## src/clhx_pkg.sv

```systemverilog
// Package for the card identifier line to hex converter.
// Holds widths, ASCII codes, command and state types and the shared helper functions.
// Used by every module of the block but clhx_ram; depends on nothing.
package clhx_pkg;

   // Default line length in raw characters.
   localparam int LINE_CHARS_DEF = 32;

   // Digit store geometry.
   localparam int KEPT_DEPTH = 32;
   localparam int KEPT_AW    = $clog2(KEPT_DEPTH);
   localparam int NIB_W      = 4;

   // Decimal value and its hex digits.
   localparam int VALUE_W   = 64;
   localparam int DIGITS    = VALUE_W / NIB_W;
   localparam int DIG_IDX_W = $clog2(DIGITS);

   // Timeout and elapsed tick counter.
   localparam int                 TIMEOUT_W     = 16;
   localparam int                 ELAPSED_W     = TIMEOUT_W + 1;
   localparam logic [TIMEOUT_W-1:0] TIMEOUT_RESET = 16'd100;

   // Configuration port.
   localparam int CSR_ADDR_W       = 2;
   localparam int CSR_DATA_W       = 32;
   localparam int REG_LINE_TIMEOUT = 0;

   // Payload widths.
   localparam int BYTE_W = 8;
   localparam int CHAR_W = 7;

   // Command queue between front and back.
   localparam int QUEUE_DEPTH = 2;
   localparam int QUEUE_PW    = $clog2(QUEUE_DEPTH);
   localparam int QUEUE_CW    = $clog2(QUEUE_DEPTH + 1);

   // Input opcodes.
   localparam logic OP_BYTE = 1'b0;
   localparam logic OP_TICK = 1'b1;

   // ASCII codes.
   localparam logic [BYTE_W-1:0] ASCII_LF = 8'h0A;
   localparam logic [BYTE_W-1:0] ASCII_CR = 8'h0D;
   localparam logic [BYTE_W-1:0] ASCII_0  = 8'h30;
   localparam logic [BYTE_W-1:0] ASCII_9  = 8'h39;
   localparam logic [BYTE_W-1:0] ASCII_UA = 8'h41;
   localparam logic [BYTE_W-1:0] ASCII_UF = 8'h46;
   localparam logic [BYTE_W-1:0] ASCII_LA = 8'h61;
   localparam logic [BYTE_W-1:0] ASCII_LF_CHAR = 8'h66;

   // Kinds of command the front hands to the back.
   typedef enum logic [1:0] {
      CMD_CHAR,
      CMD_EOL,
      CMD_TICK
   } cmd_kind_type;

   typedef struct packed {
      cmd_kind_type           kind;
      logic [NIB_W-1:0]       nib;
      logic                   is_hex;
      logic                   is_dec;
   } cmd_type;

   // Back end sequencer states.
   typedef enum logic [2:0] {
      ST_IDLE,
      ST_ADD,
      ST_DEC,
      ST_HEX_WAIT,
      ST_HEX_OUT
   } back_state_type;

   // Classifies one input item into a command.
   function automatic cmd_type classify_item(input logic opcode, input logic [BYTE_W-1:0] rx);
      cmd_type c;
      c.kind   = CMD_CHAR;
      c.nib    = '0;
      c.is_hex = 1'b0;
      c.is_dec = 1'b0;
      if (opcode == OP_TICK) begin
         c.kind = CMD_TICK;
      end else if (rx == ASCII_LF || rx == ASCII_CR) begin
         c.kind = CMD_EOL;
      end else if (rx >= ASCII_0 && rx <= ASCII_9) begin
         c.is_hex = 1'b1;
         c.is_dec = 1'b1;
         c.nib    = NIB_W'(rx - ASCII_0);
      end else if (rx >= ASCII_LA && rx <= ASCII_LF_CHAR) begin
         c.is_hex = 1'b1;
         c.nib    = NIB_W'(rx - ASCII_LA + 8'd10);
      end else if (rx >= ASCII_UA && rx <= ASCII_UF) begin
         c.is_hex = 1'b1;
         c.nib    = NIB_W'(rx - ASCII_UA + 8'd10);
      end
      return c;
   endfunction

   // Turns a nibble into its uppercase ASCII hex character.
   function automatic logic [CHAR_W-1:0] nibble_char(input logic [NIB_W-1:0] n);
      logic [CHAR_W-1:0] r;
      if (n < 4'd10) begin
         r = CHAR_W'(ASCII_0) + CHAR_W'(n);
      end else begin
         r = CHAR_W'(ASCII_UA) + CHAR_W'(n - 4'd10);
      end
      return r;
   endfunction

endpackage

```

## src/clhx_ram.sv

```systemverilog
// Generic single write port, single read port RAM with registered read data.
// Holds the kept hex digits of a line; depends on nothing.
module clhx_ram #(
   parameter int WIDTH = 4,
   parameter int DEPTH = 32
) (
   input  logic                     clock,
   input  logic                     wr_en,
   input  logic [$clog2(DEPTH)-1:0] wr_addr,
   input  logic [WIDTH-1:0]         wr_data,
   input  logic [$clog2(DEPTH)-1:0] rd_addr,
   output logic [WIDTH-1:0]         rd_data
);

   logic [WIDTH-1:0] mem_ff [DEPTH];
   logic [WIDTH-1:0] rd_data_ff;

   // Write port and registered read port.
   always_ff @(posedge clock) begin
      if (wr_en) begin
         mem_ff[wr_addr] <= wr_data;
      end
      rd_data_ff <= mem_ff[rd_addr];
   end

   assign rd_data = rd_data_ff;

endmodule

```

## src/clhx_front.sv

```systemverilog
// Front end: accepts input items, classifies them and queues the commands.
// Depends on clhx_pkg for the command type and the classifier.
module clhx_front (
   input  logic                              clock,
   input  logic                              reset,
   input  logic                              req_valid,
   output logic                              req_ready,
   input  logic                              req_opcode,
   input  logic [clhx_pkg::BYTE_W-1:0]       req_rx_byte,
   output logic                              cmd_valid,
   input  logic                              cmd_ready,
   output clhx_pkg::cmd_type                 cmd
);

   clhx_pkg::cmd_type               queue_ff [clhx_pkg::QUEUE_DEPTH];
   logic [clhx_pkg::QUEUE_PW-1:0]   wr_ptr_ff, wr_ptr_in;
   logic [clhx_pkg::QUEUE_PW-1:0]   rd_ptr_ff, rd_ptr_in;
   logic [clhx_pkg::QUEUE_CW-1:0]   count_ff, count_in;
   logic                            push;
   logic                            pop;

   // Handshakes on both sides of the queue.
   assign req_ready = (count_ff != clhx_pkg::QUEUE_CW'(clhx_pkg::QUEUE_DEPTH));
   assign push      = req_valid && req_ready;
   assign cmd_valid = (count_ff != '0);
   assign pop       = cmd_valid && cmd_ready;
   assign cmd       = queue_ff[rd_ptr_ff];

   // Pointer and fill count updates.
   always_comb begin
      wr_ptr_in = wr_ptr_ff;
      rd_ptr_in = rd_ptr_ff;
      count_in  = count_ff;
      if (push) begin
         wr_ptr_in = (wr_ptr_ff == clhx_pkg::QUEUE_PW'(clhx_pkg::QUEUE_DEPTH - 1)) ?
                     '0 : wr_ptr_ff + 1'b1;
      end
      if (pop) begin
         rd_ptr_in = (rd_ptr_ff == clhx_pkg::QUEUE_PW'(clhx_pkg::QUEUE_DEPTH - 1)) ?
                     '0 : rd_ptr_ff + 1'b1;
      end
      if (push && !pop) begin
         count_in = count_ff + 1'b1;
      end else if (pop && !push) begin
         count_in = count_ff - 1'b1;
      end
   end

   always_ff @(posedge clock) begin
      if (reset) begin
         wr_ptr_ff <= '0;
         rd_ptr_ff <= '0;
         count_ff  <= '0;
      end else begin
         wr_ptr_ff <= wr_ptr_in;
         rd_ptr_ff <= rd_ptr_in;
         count_ff  <= count_in;
      end
   end

   // Classified item goes into the queue entry.
   always_ff @(posedge clock) begin
      if (push) begin
         queue_ff[wr_ptr_ff] <= clhx_pkg::classify_item(req_opcode, req_rx_byte);
      end
   end

endmodule

```

## src/clhx_back.sv

```systemverilog
// Back end: keeps the line state, runs the timeout and emits the identifier.
// Depends on clhx_pkg and instantiates clhx_ram for the kept digits.
module clhx_back #(
   parameter int LINE_CHARS = clhx_pkg::LINE_CHARS_DEF
) (
   input  logic                               clock,
   input  logic                               reset,
   input  logic                               cmd_valid,
   output logic                               cmd_ready,
   input  clhx_pkg::cmd_type                  cmd,
   input  logic [clhx_pkg::TIMEOUT_W-1:0]     line_timeout,
   output logic                               rsp_valid,
   input  logic                               rsp_ready,
   output logic [clhx_pkg::CHAR_W-1:0]        rsp_hex_char,
   output logic                               rsp_last_char
);

   localparam int LINE_CW = $clog2(LINE_CHARS + 1);
   localparam int CNT_W   = (LINE_CW > clhx_pkg::KEPT_AW + 1) ? LINE_CW : clhx_pkg::KEPT_AW + 1;
   localparam int VW      = clhx_pkg::VALUE_W;
   localparam int NW      = clhx_pkg::NIB_W;
   localparam int AW      = clhx_pkg::KEPT_AW;
   localparam int EW      = clhx_pkg::ELAPSED_W;

   clhx_pkg::back_state_type          state_ff, state_in;
   logic [CNT_W-1:0]                  raw_ff, raw_in;
   logic [CNT_W-1:0]                  kept_ff, kept_in;
   logic [VW-1:0]                     value_ff, value_in;
   logic                              all_dec_ff, all_dec_in;
   logic                              open_ff, open_in;
   logic [EW-1:0]                     elapsed_ff, elapsed_in;
   logic [NW-1:0]                     digit_ff, digit_in;
   logic [VW-1:0]                     shift_ff, shift_in;
   logic [clhx_pkg::DIG_IDX_W-1:0]    dig_idx_ff, dig_idx_in;
   logic                              started_ff, started_in;
   logic [AW-1:0]                     emit_idx_ff, emit_idx_in;
   logic [AW-1:0]                     emit_last_ff, emit_last_in;
   logic                              rsp_valid_ff, rsp_valid_in;
   logic [clhx_pkg::CHAR_W-1:0]       rsp_char_ff, rsp_char_in;
   logic                              rsp_last_ff, rsp_last_in;

   logic                              out_free;
   logic                              finish;
   logic                              clear;
   logic [EW-1:0]                     elapsed_inc;
   logic [NW-1:0]                     top_nib;
   logic                              ram_we;
   logic [NW-1:0]                     ram_rdata;

   // Kept digit store, read back in order for a non-decimal identifier.
   clhx_ram #(
      .WIDTH (NW),
      .DEPTH (clhx_pkg::KEPT_DEPTH)
   ) u_ram (
      .clock   (clock),
      .wr_en   (ram_we),
      .wr_addr (kept_ff[AW-1:0]),
      .wr_data (cmd.nib),
      .rd_addr (emit_idx_ff),
      .rd_data (ram_rdata)
   );

   // Saturating tick count and the leading digit of the value being emitted.
   assign elapsed_inc = (elapsed_ff == '1) ? elapsed_ff : elapsed_ff + 1'b1;
   assign top_nib     = shift_ff[VW-1 -: NW];
   assign out_free    = !rsp_valid_ff || rsp_ready;

   // Next state and line state updates.
   always_comb begin
      state_in     = state_ff;
      raw_in       = raw_ff;
      kept_in      = kept_ff;
      value_in     = value_ff;
      all_dec_in   = all_dec_ff;
      open_in      = open_ff;
      elapsed_in   = elapsed_ff;
      digit_in     = digit_ff;
      shift_in     = shift_ff;
      dig_idx_in   = dig_idx_ff;
      started_in   = started_ff;
      emit_idx_in  = emit_idx_ff;
      emit_last_in = emit_last_ff;
      rsp_valid_in = rsp_valid_ff && !rsp_ready;
      rsp_char_in  = rsp_char_ff;
      rsp_last_in  = rsp_last_ff;
      cmd_ready    = 1'b0;
      ram_we       = 1'b0;
      finish       = 1'b0;
      clear        = 1'b0;

      unique case (state_ff)
         clhx_pkg::ST_IDLE: begin
            if (cmd_valid) begin
               cmd_ready = 1'b1;
               unique case (cmd.kind)
                  clhx_pkg::CMD_TICK: begin
                     if (open_ff) begin
                        elapsed_in = elapsed_inc;
                        if (raw_ff != '0 && elapsed_inc > {1'b0, line_timeout}) begin
                           finish = 1'b1;
                        end
                     end
                  end
                  clhx_pkg::CMD_EOL: begin
                     if (raw_ff != '0) begin
                        finish = 1'b1;
                     end else begin
                        clear = 1'b1;
                     end
                  end
                  clhx_pkg::CMD_CHAR: begin
                     // The first character of a line opens it and restarts the timeout.
                     if (raw_ff == '0) begin
                        elapsed_in = '0;
                        open_in    = 1'b1;
                     end
                     if (raw_ff < CNT_W'(LINE_CHARS)) begin
                        raw_in = raw_ff + 1'b1;
                        if (cmd.is_hex) begin
                           ram_we  = (kept_ff < CNT_W'(clhx_pkg::KEPT_DEPTH));
                           kept_in = kept_ff + 1'b1;
                        end
                        // Times ten now, the digit is added in the next cycle.
                        if (cmd.is_dec) begin
                           value_in = (value_ff << 3) + (value_ff << 1);
                           digit_in = cmd.nib;
                           state_in = clhx_pkg::ST_ADD;
                        end else if (cmd.is_hex) begin
                           all_dec_in = 1'b0;
                        end
                     end
                  end
                  default: begin
                     clear = 1'b0;
                  end
               endcase
            end
         end

         clhx_pkg::ST_ADD: begin
            value_in = value_ff + VW'(digit_ff);
            state_in = clhx_pkg::ST_IDLE;
         end

         clhx_pkg::ST_DEC: begin
            // Leading zeros are skipped, but the last digit always goes out.
            if (!started_ff && top_nib == '0 && dig_idx_ff != '0) begin
               shift_in   = shift_ff << NW;
               dig_idx_in = dig_idx_ff - 1'b1;
            end else if (out_free) begin
               rsp_valid_in = 1'b1;
               rsp_char_in  = clhx_pkg::nibble_char(top_nib);
               rsp_last_in  = (dig_idx_ff == '0);
               started_in   = 1'b1;
               if (dig_idx_ff == '0) begin
                  state_in = clhx_pkg::ST_IDLE;
               end else begin
                  shift_in   = shift_ff << NW;
                  dig_idx_in = dig_idx_ff - 1'b1;
               end
            end
         end

         clhx_pkg::ST_HEX_WAIT: begin
            state_in = clhx_pkg::ST_HEX_OUT;
         end

         clhx_pkg::ST_HEX_OUT: begin
            if (out_free) begin
               rsp_valid_in = 1'b1;
               rsp_char_in  = clhx_pkg::nibble_char(ram_rdata);
               rsp_last_in  = (emit_idx_ff == emit_last_ff);
               if (emit_idx_ff == emit_last_ff) begin
                  state_in = clhx_pkg::ST_IDLE;
               end else begin
                  emit_idx_in = emit_idx_ff + 1'b1;
                  state_in    = clhx_pkg::ST_HEX_WAIT;
               end
            end
         end

         default: begin
            state_in = clhx_pkg::ST_IDLE;
         end
      endcase

      // End of line: start emission from a snapshot if a digit was kept, then clear the line.
      if (finish) begin
         if (kept_ff != '0) begin
            if (all_dec_ff) begin
               shift_in   = value_ff;
               dig_idx_in = clhx_pkg::DIG_IDX_W'(clhx_pkg::DIGITS - 1);
               started_in = 1'b0;
               state_in   = clhx_pkg::ST_DEC;
            end else begin
               emit_idx_in  = '0;
               emit_last_in = (kept_ff >= CNT_W'(clhx_pkg::KEPT_DEPTH)) ?
                              AW'(clhx_pkg::KEPT_DEPTH - 1) : AW'(kept_ff - CNT_W'(1));
               state_in     = clhx_pkg::ST_HEX_WAIT;
            end
         end
         clear = 1'b1;
      end

      if (clear) begin
         raw_in     = '0;
         kept_in    = '0;
         value_in   = '0;
         all_dec_in = 1'b1;
         open_in    = 1'b0;
         elapsed_in = '0;
      end
   end

   // Control and line state registers.
   always_ff @(posedge clock) begin
      if (reset) begin
         state_ff     <= clhx_pkg::ST_IDLE;
         raw_ff       <= '0;
         kept_ff      <= '0;
         value_ff     <= '0;
         all_dec_ff   <= 1'b1;
         open_ff      <= 1'b0;
         elapsed_ff   <= '0;
         rsp_valid_ff <= 1'b0;
      end else begin
         state_ff     <= state_in;
         raw_ff       <= raw_in;
         kept_ff      <= kept_in;
         value_ff     <= value_in;
         all_dec_ff   <= all_dec_in;
         open_ff      <= open_in;
         elapsed_ff   <= elapsed_in;
         rsp_valid_ff <= rsp_valid_in;
      end
   end

   // Emission payload registers.
   always_ff @(posedge clock) begin
      digit_ff     <= digit_in;
      shift_ff     <= shift_in;
      dig_idx_ff   <= dig_idx_in;
      started_ff   <= started_in;
      emit_idx_ff  <= emit_idx_in;
      emit_last_ff <= emit_last_in;
      rsp_char_ff  <= rsp_char_in;
      rsp_last_ff  <= rsp_last_in;
   end

   assign rsp_valid     = rsp_valid_ff;
   assign rsp_hex_char  = rsp_char_ff;
   assign rsp_last_char = rsp_last_ff;

endmodule

```

## src/card_id_line_to_hex.sv

```systemverilog
// Top level of the card identifier line to hex converter.
// Depends on clhx_pkg; instantiates clhx_front and clhx_back and holds the timeout register.
//
// Bytes from a card reader and millisecond ticks enter on the req_ channel; a line ends on
// CR or LF, or on a tick once more than line_timeout_ticks ticks have passed since its first
// character, and the card identifier then leaves on the rsp_ channel as uppercase ASCII hex,
// one character per item, the final one marked by rsp_last_char. Items pass a two-entry
// command queue; the back end takes one command per cycle while idle, a decimal digit also
// holding it in the add state, as the times-ten step and the digit add are split over the
// value register. An all-decimal identifier leaves at one character per cycle unless
// stalled, once its leading zeros are skipped; any other alternates wait and output states
// per character, the digit store read being registered. While an identifier is being sent,
// new items wait in the queue. The timeout register is at byte address 0 and resets to 100.
module card_id_line_to_hex #(
   parameter int LINE_CHARS = clhx_pkg::LINE_CHARS_DEF
) (
   input  logic                                clock,
   input  logic                                reset,
   input  logic                                req_valid,
   output logic                                req_ready,
   input  logic                                req_opcode,
   input  logic [clhx_pkg::BYTE_W-1:0]         req_rx_byte,
   output logic                                rsp_valid,
   input  logic                                rsp_ready,
   output logic [clhx_pkg::CHAR_W-1:0]         rsp_hex_char,
   output logic                                rsp_last_char,
   input  logic                                csr_psel,
   input  logic                                csr_penable,
   input  logic                                csr_pwrite,
   input  logic [clhx_pkg::CSR_ADDR_W-1:0]     csr_paddr,
   input  logic [clhx_pkg::CSR_DATA_W-1:0]     csr_pwdata,
   output logic [clhx_pkg::CSR_DATA_W-1:0]     csr_prdata,
   output logic                                csr_pready
);

   logic [clhx_pkg::TIMEOUT_W-1:0]   timeout_ff, timeout_in;
   logic [clhx_pkg::CSR_ADDR_W-1:0]  csr_word;
   logic                             csr_sel;
   logic                             cmd_valid;
   logic                             cmd_ready;
   clhx_pkg::cmd_type                cmd;

   // Register decode: byte offset dropped, word index picks the register.
   assign csr_pready = 1'b1;
   assign csr_word   = csr_paddr >> 2;
   assign csr_sel    = (csr_word == clhx_pkg::CSR_ADDR_W'(clhx_pkg::REG_LINE_TIMEOUT));
   assign csr_prdata = csr_sel ? clhx_pkg::CSR_DATA_W'(timeout_ff) : '0;

   always_comb begin
      timeout_in = timeout_ff;
      if (csr_psel && csr_penable && csr_pwrite && csr_pready && csr_sel) begin
         timeout_in = csr_pwdata[clhx_pkg::TIMEOUT_W-1:0];
      end
   end

   always_ff @(posedge clock) begin
      if (reset) begin
         timeout_ff <= clhx_pkg::TIMEOUT_RESET;
      end else begin
         timeout_ff <= timeout_in;
      end
   end

   // Front end: classification and command queue.
   clhx_front u_front (
      .clock       (clock),
      .reset       (reset),
      .req_valid   (req_valid),
      .req_ready   (req_ready),
      .req_opcode  (req_opcode),
      .req_rx_byte (req_rx_byte),
      .cmd_valid   (cmd_valid),
      .cmd_ready   (cmd_ready),
      .cmd         (cmd)
   );

   // Back end: line state, timeout and emission.
   clhx_back #(
      .LINE_CHARS (LINE_CHARS)
   ) u_back (
      .clock         (clock),
      .reset         (reset),
      .cmd_valid     (cmd_valid),
      .cmd_ready     (cmd_ready),
      .cmd           (cmd),
      .line_timeout  (timeout_ff),
      .rsp_valid     (rsp_valid),
      .rsp_ready     (rsp_ready),
      .rsp_hex_char  (rsp_hex_char),
      .rsp_last_char (rsp_last_char)
   );

endmodule

```

## config.mk

```make
export PLATFORM = sky130hd
export DESIGN_NAME = card_id_line_to_hex
export DESIGN_NICKNAME = d
export VERILOG_FILES = /design/src/clhx_pkg.sv /design/src/clhx_ram.sv /design/src/clhx_front.sv /design/src/clhx_back.sv /design/src/card_id_line_to_hex.sv
export SDC_FILE = /design/constraint.sdc
export NUM_CORES = 1
export LEC_CHECK = 0
export BUFFER_PORTS_ARGS = -buffer_cell sky130_fd_sc_hd__buf_2
export CAP_MARGIN = 20
export CORE_MARGIN = 1.5
export CORE_UTILIZATION = 53
export CTS_CLUSTER_SIZE = 8
export DETAILED_ROUTE_END_ITERATION = 10
export HOLD_SLACK_MARGIN = 0.06
export PLACE_DENSITY_LB_ADDON = 0.05
export SETUP_SLACK_MARGIN = 0.02
export SYNTH_ARGS = -nofsm -noshare
export SYNTH_HDL_FRONTEND = slang
export SYNTH_SLANG_ARGS = --single-unit
```

## constraint.sdc

```tcl
create_clock -name clock -period 9.4 [get_ports clock]
set_input_delay 0.47 -clock clock [delete_from_list [all_inputs] [get_ports clock]]
set_output_delay 0.47 -clock clock [all_outputs]
set_load 0.02 [all_outputs]
```

After elaboration in Yosys (flattened, before gate mapping)
Memories as Yosys holds them, arrays and structs flattened. A register that Yosys moved wholly into a read port is not among the register bits.
Index checks and enable logic that the tools add are counted.
{"block": "word_totals", "memories": 2, "regBits": 210, "out_inout_bits": 43, "wordCells": 221, "input_bits": 50, "ram_bits": 144}
{"name": "u_back.u_ram.mem_ff", "depth": 32, "word_bits": 4, "rd": 1, "rd_ports_with_merged_regs": 1, "write_ports": 1, "line_no": "clhx_ram.sv:15", "rtl": "logic [WIDTH-1:0] mem_ff [DEPTH];"}
{"name": "u_front.queue_ff", "depth": 2, "word_bits": 8, "rd": 1, "rd_ports_with_merged_regs": 1, "write_ports": 1, "line_no": "clhx_front.sv:15", "rtl": "clhx_pkg::cmd_type queue_ff [clhx_pkg::QUEUE_DEPTH];"}
{"block": "classes", "n_mux": 99, "magnitude_cmp": 12, "reduce_logical": 43, "addsub": 23, "eq_ne": 20, "n_bitwise": 2}
{"op": "$mux W64", "count": 11}
{"op": "$pmux W64 S2", "count": 1}
{"op": "$add A64 B4 Y64", "count": 1}
{"op": "$add A64 B64 Y64", "count": 1}
{"op": "$mux W17", "count": 3}
{"op": "$mux W5", "count": 9}
{"op": "$mux W1", "count": 39}
{"op": "$mux W7", "count": 5}
{"op": "$pmux W17 S2", "count": 1}
{"op": "$mux W3", "count": 10}
{"op": "$mux W4", "count": 7}
{"op": "$reduce_and A5 Y1", "count": 4}
{"op": "$mux W6", "count": 3}
{"op": "$add A17 B1 Y17 const B", "count": 1}
{"op": "$eq A17 B17 Y1 const B", "count": 1}
{"op": "$gt A17 B16 Y1", "count": 1}
{"op": "$eq A8 B4 Y1 const B", "count": 2}
{"op": "$ge A8 B7 Y1 const B", "count": 2}
{"op": "$le A8 B7 Y1 const B", "count": 2}
{"op": "$sub A4 B1 Y4 const B", "count": 4}
{"op": "$add A6 B4 Y7 const A", "count": 2}
{"op": "$add A7 B7 Y7 const A", "count": 2}
{"op": "$pmux W7 S2", "count": 1}
{"op": "$logic_and A1 B1 Y1", "count": 13}
{"op": "38 further kinds", "count": 73}

Depth between registers and ports, before layout
{"block": "depth", "depth_word": 11, "depth_mapped": 20, "mapped_depth_nobuf": 17}

By module
Synthesis repeated with hierarchy kept, for this count alone.
{"block": "hier_totals", "cells_unflattened": 2188, "area_unflattened_um2": 20863.8}
{"mod": "clhx_back", "n_inst": 1, "area_per_inst_um2": 13724.4, "cells_each": 1778}
{"mod": "clhx_ram", "n_inst": 1, "area_per_inst_um2": 5138.7, "cells_each": 231}
{"mod": "clhx_front", "n_inst": 1, "area_per_inst_um2": 1151.1, "cells_each": 90}
{"mod": "card_id_line_to_hex", "n_inst": 1, "area_per_inst_um2": 849.6, "cells_each": 89}

Least setup slack after synthesis
Ideal clock, no wire load.
{"block": "synth_path", "path_kind": "reg-to-reg", "startpoint": "reg u_back.elapsed_ff[4]", "endpoint": "reg u_back.value_ff[53]", "t_arrival_ps": 3677, "setup_slack_ps": 5663, "path_stages_with_launch": 18, "n_path_buf": 2, "synth_period_minus_slack_ps": 3737, "setup_ps": 60, "path_cell_list": "dfxtp_1 -> and4_1 -> nand4_1 -> nor3_1 -> nand2_1 -> mux2_2 -> ha_1 -> a21o_1 -> a21o_1 -> a21oi_1 -> o211ai_1 -> a21o_1 -> a211o_1 -> a211o_1 -> buf_2 -> buf_6 -> a211oi_2 -> o311a_1"}
{"block": "synth_via", "elab_chain_len": 11, "word_cells_on_any_way": 12}
{"item": "start: declaration", "line_no": "clhx_back.sv:31", "rtl": "logic [EW-1:0] elapsed_ff, elapsed_in;"}
{"item": "start signal: assignment", "line_no": "clhx_back.sv:233", "rtl": "elapsed_ff <= elapsed_in;"}
{"item": "$add A17 B1 Y17 / $eq A17 B17 Y1 (equally long branches)", "line_no": "clhx_back.sv:64", "rtl": "assign elapsed_inc = (elapsed_ff == '1) ? elapsed_ff : elapsed_ff + 1'b1;"}
{"item": "$mux W17 (*)", "line_no": "clhx_back.sv:64"}
{"item": "$gt A17 B16 Y1 (*)", "line_no": "clhx_back.sv:99", "rtl": "if (raw_ff != '0 && elapsed_inc > {1'b0, line_timeout}) begin"}
{"item": "$logic_and A1 B1 Y1 (*)", "line_no": "clhx_back.sv:99"}
{"item": "$mux W1 (*)", "line_no": "clhx_back.sv:99"}
{"item": "$mux W1 (*)", "line_no": "clhx_back.sv:97", "rtl": "if (open_ff) begin"}
{"item": "$pmux W1 S2 (*)", "line_no": "clhx_back.sv:95", "rtl": "unique case (cmd.kind)"}
{"item": "$mux W1 (*)", "line_no": "clhx_back.sv:93", "rtl": "if (cmd_valid) begin"}
{"item": "$mux W1 (*)", "line_no": "clhx_back.sv:91", "rtl": "unique case (state_ff)"}
{"item": "$mux W1 (*)", "line_no": "clhx_back.sv:188", "rtl": "if (finish) begin"}
{"item": "$reduce_or A2 Y1 (no line) (*)"}
{"item": "end signal: assignment", "line_no": "clhx_back.sv:230", "rtl": "value_ff <= value_in;"}
{"item": "end: declaration", "line_no": "clhx_back.sv:28", "rtl": "logic [VW-1:0] value_ff, value_in;"}
Every way passes the cells marked *; elsewhere a longest branch is shown, timed or not.
A chain may end at the register's enable or synchronous reset.

Final worst setup path
{"block": "layout_path", "startpoint": "reg u_back.elapsed_ff[5]", "endpoint": "reg u_back.shift_ff[37]"}
{"block": "layout_via", "elab_chain_len": 10, "word_cells_on_any_way": 11}
{"item": "$add A17 B1 Y17 / $eq A17 B17 Y1 (equally long branches)", "line_no": "clhx_back.sv:64"}
{"item": "$mux W17 (*)", "line_no": "clhx_back.sv:64"}
{"item": "$gt A17 B16 Y1 (*)", "line_no": "clhx_back.sv:99"}
{"item": "$logic_and A1 B1 Y1 (*)", "line_no": "clhx_back.sv:99"}
{"item": "$mux W1 (*)", "line_no": "clhx_back.sv:99"}
{"item": "$mux W1 (*)", "line_no": "clhx_back.sv:97"}
{"item": "$pmux W1 S2 (*)", "line_no": "clhx_back.sv:95"}
{"item": "$mux W1 (*)", "line_no": "clhx_back.sv:93"}
{"item": "$mux W1 (*)", "line_no": "clhx_back.sv:91"}
{"item": "$mux W64 (*)", "line_no": "clhx_back.sv:188"}
{"item": "named net u_back.shift_in[37]", "line_no": "clhx_back.sv:33", "rtl": "logic [VW-1:0] shift_ff, shift_in;"}
{"item": "end signal: assignment", "line_no": "clhx_back.sv:241", "rtl": "shift_ff <= shift_in;"}
{"item": "end: declaration", "line_no": "clhx_back.sv:33"}
The timed path passes the listed nets; every way through them passes the cells marked *.

==> results.cfg <==
[floorplanning]
die_h_um = 200
core_area_mm2 = 0.0378
ioPinCount = 93
fp.dieW_um = 200
die_area_mm2 = 0.0399
start_util_pct = 54.2
rows = 71

[clock_network]
clockBufferDepth = 3
ctsHtreeMaxLevel = 2
clk_pin_slew_ns = 0.05
cts_tree = done
clk_latency_ns = 0.61
cts_sinks = 359
post_cts_buffers = 0
cts-root-buf = clkbuf_16
numCtsBuffers = 51

[cells_and_area]
fill_cells = 3331
fin_area_mm2 = 0.0225
area_growth_pct = 9.67
drive_gt1_share_pct = 9.67
multi_input_area_mm2 = 0.0109
nets = 2329
seqCellArea_mm2 = 0.00880
diodes = 0

[global_route]
grt-busiest-layer = met2
gr-usage-all-layers_pct = 26.2
grt_max_degree = 101
grt_use_met3_pct = 3.83
grt_pass1_vias = 15400
gr-total-overflow = 0
met1_usage_pct = 36.4
grt_pass1_wl_um = 82100
grt_antenna_before_repair = 0
use_met2_pct = 42.0

[route]
via_per_inst = 6.01
wirelength_um = 52100
routedWlPerCell_um = 19.2
remaining_drc_errors = 0
first_pass_iters = 7
drt-initial-drc-count = 1095
via_count = 16300
drtAntennaViolNets = 0

[timing]
hold_viol = 0
tightest_slew_ns = 1.13
max_freq_ghz = 0.181
finalSetupTns_ns = 0
slew_headroom_pct = 24.3
skew_ns = 0.0474
period_needed_ns = 5.52
rsz0062_at_grt = no
setup_viol = 0
fin_crit_sh_pct = 58.7
finalMaxSlewViolations = 0

[synthesis]
async_flop_share_pct = 0
synth_edf_count = 161
synth-seq-area-share_pct = 42.9
synth_seq_cells = 359
synth_top_cell_area_share_pct = 23.6
ys_warn_count = 0
ys_types = 84
synth_largest_area_cell = edfxtp_1
syn_area_mm2 = 0.0205
synth.top_cells.by_count = nor2_1 (273), a21oi_1 (227), dfxtp_1 (198)
yosys-top-cells-area = edfxtp_1 (24%), dfxtp_1 (19%), ha_1 (6.5%)
synthMostInstantiatedCell = nor2_1
synth_cells = 2169
avgSynthCellArea_um2 = 9.45
synth_ff_type = dfxtp_1

[critical_path]
r2r-start = u_back.elapsed_ff[5]$_SDFFE_PP0P_
critPathBufInv = 1
critPathCaptureType = flop
path_common_cell = nor2_1
critical-path-max-stage-delay_ns = 0.83
start_kind = flop
cp.required_ns = 9.89
startpoint = u_back.elapsed_ff[5]$_SDFFE_PP0P_
cpMaxStageDelayCell = buf_4
path_cells = and4_1 -> nand4_1 -> nor3_1 -> a211oi_1 -> nand2b_1 -> nor2_1 -> xor2_1 -> ha_1 -> a221oi_2 -> o21ai_1 -> a21o_1 -> a211o_1 -> o311ai_1 -> or2_4 -> buf_4 -> nor2_1 -> a21oi_1
crit_family = compound AO/OA/AOI/OAI gates
critPathMaxFanout = 100
cp_data_arrival_time_ns = 6.00
critPathKind = flop to flop

[hold_path]
min_from = csr_pwdata[6]
hold_class = primary input to flop

[placed_design]
dp_hpwl_um = 35200
gp_congestion = 0.927
placed_cell_area_mm2 = 0.0210
io_buffers = 57

[power]
pwr-share-seq_pct = 42.9
p_switching_uw = 1370
power.density_mw_per_mm2 = 199
swShare_pct = 30.7
cellLeakagePower_uw = 0.00902
ir_drop_v = 0.000188
power_uw = 4470
comb_power_share_pct = 19.0
p_clk_share_pct = 38.1
internal_power_uw = 3100

[run]
cap_violations = 0

[run_status]
status = completed
-- sequential cells by signal (all words and copies together), names as in the netlist, 5 cells and up, named ones only --
name and flops:
u_back.u_ram.mem_ff 128, u_back.shift_ff 64, u_back.value_ff 64, u_back.elapsed_ff 17
timeout_ff 16, u_front.queue_ff 16, u_back.rsp_hex_char 7, u_back.kept_ff 6
u_back.raw_ff 6, u_back.emit_idx_ff 5, u_back.emit_last_ff 5
-- cells by family after synthesis --
group                    synth area share, %
multiplexers                            8.51
AO/OA/AOI/OAI                           17.6
flip-flops                              42.9
buffers and inverters                   4.39
adder cells (fa/ha/maj)                 6.66
XOR/XNOR                                4.44
other                                 0.0366
AND/OR/NAND/NOR                         15.4
-- final timing paths --
path | endpoint | slack, ns | cells past startpoint
worst max-delay path | u_back.shift_ff[37]$_DFF_P_ | 3.88 | 17
worst min-delay path | timeout_ff[6]$_SDFFE_PP1P_ | 0.09 | 2
worst max register to register | u_back.shift_ff[37]$_DFF_P_ | 3.88 | 17
worst min register to register | timeout_ff[12]$_SDFFE_PP0P_ | 0.47 | 2
-- placed cells by master (no fill, tap or decap), drive strengths merged, types with 48 or more instances in the layout --
| cell | synthesis | layout |
|---|---|---|
| nand2 | 177 | 177 |
| ha | 106 | 106 |
| edfxtp | 161 | 161 |
| o21ai | 127 | 127 |
| clkbuf | 81 | 80 |
| mux2i | 73 | 73 |
| dfxtp | 198 | 198 |
| a21oi | 227 | 227 |
| nand4 | 48 | 48 |
| inv | 68 | 68 |
| xnor2 | 58 | 58 |
| nor2 | 273 | 273 |
| buf | 57 | 71 |
-- what timing repair did --
action | 4_1_cts | 5_1_grt
hold endpoints to repair | 1 | 0
gates resized for setup | 0 | 0
hold buffers | 1 | 0
-- metrics by stage --
step	instances	hold slack, ns	setup WS, ns	util (%)
2_1_floorplan	2184	0.443	5.66	-
3_3_place_gp	2626	0.460	4.14	55.4
3_5_place_dp	2627	0.461	4.12	55.4
4_1_cts	2712	0.0612	4.02	59.4
5_1_grt	2713	0.0646	3.67	59.4
6_report	2713	0.0852	3.88	59.4
-- final cells by class --
type / count / share of cell area, %
inverters: 68 / 1.14
clock buffers: 80 / 6.20
clock inverters: 4 / 0.423
multi-input cells: 1619 / 48.4
flip-flops and latches: 359 / 39.1
well taps: 511 / 2.84
repair buffers: 72 / 1.84
-- routing by layer --
metal  share of wire, %  wire [µm]  vias to the layer above
li1                   -          -                     7927
met1                 46      24100                     7811
met2                 46      23900                      478
met3                5.4       2810                       88
met4                2.3       1220                        0
met5                  0          0                        -
-- power groups by stage --
| stage | combinational [µW] | sequential, µW | clock [µW] |
|---|---|---|---|
| 2_1_floorplan | 650 | 1890 | 0 |
| 3_3_place_gp | 818 | 1940 | 0 |
| 3_5_place_dp | 835 | 1950 | 0 |
| 4_1_cts | 842 | 1910 | 1740 |
| 5_1_grt | 941 | 1930 | 1800 |
| 6_report | 849 | 1920 | 1700 |
(Power assumes the default switching activity.)
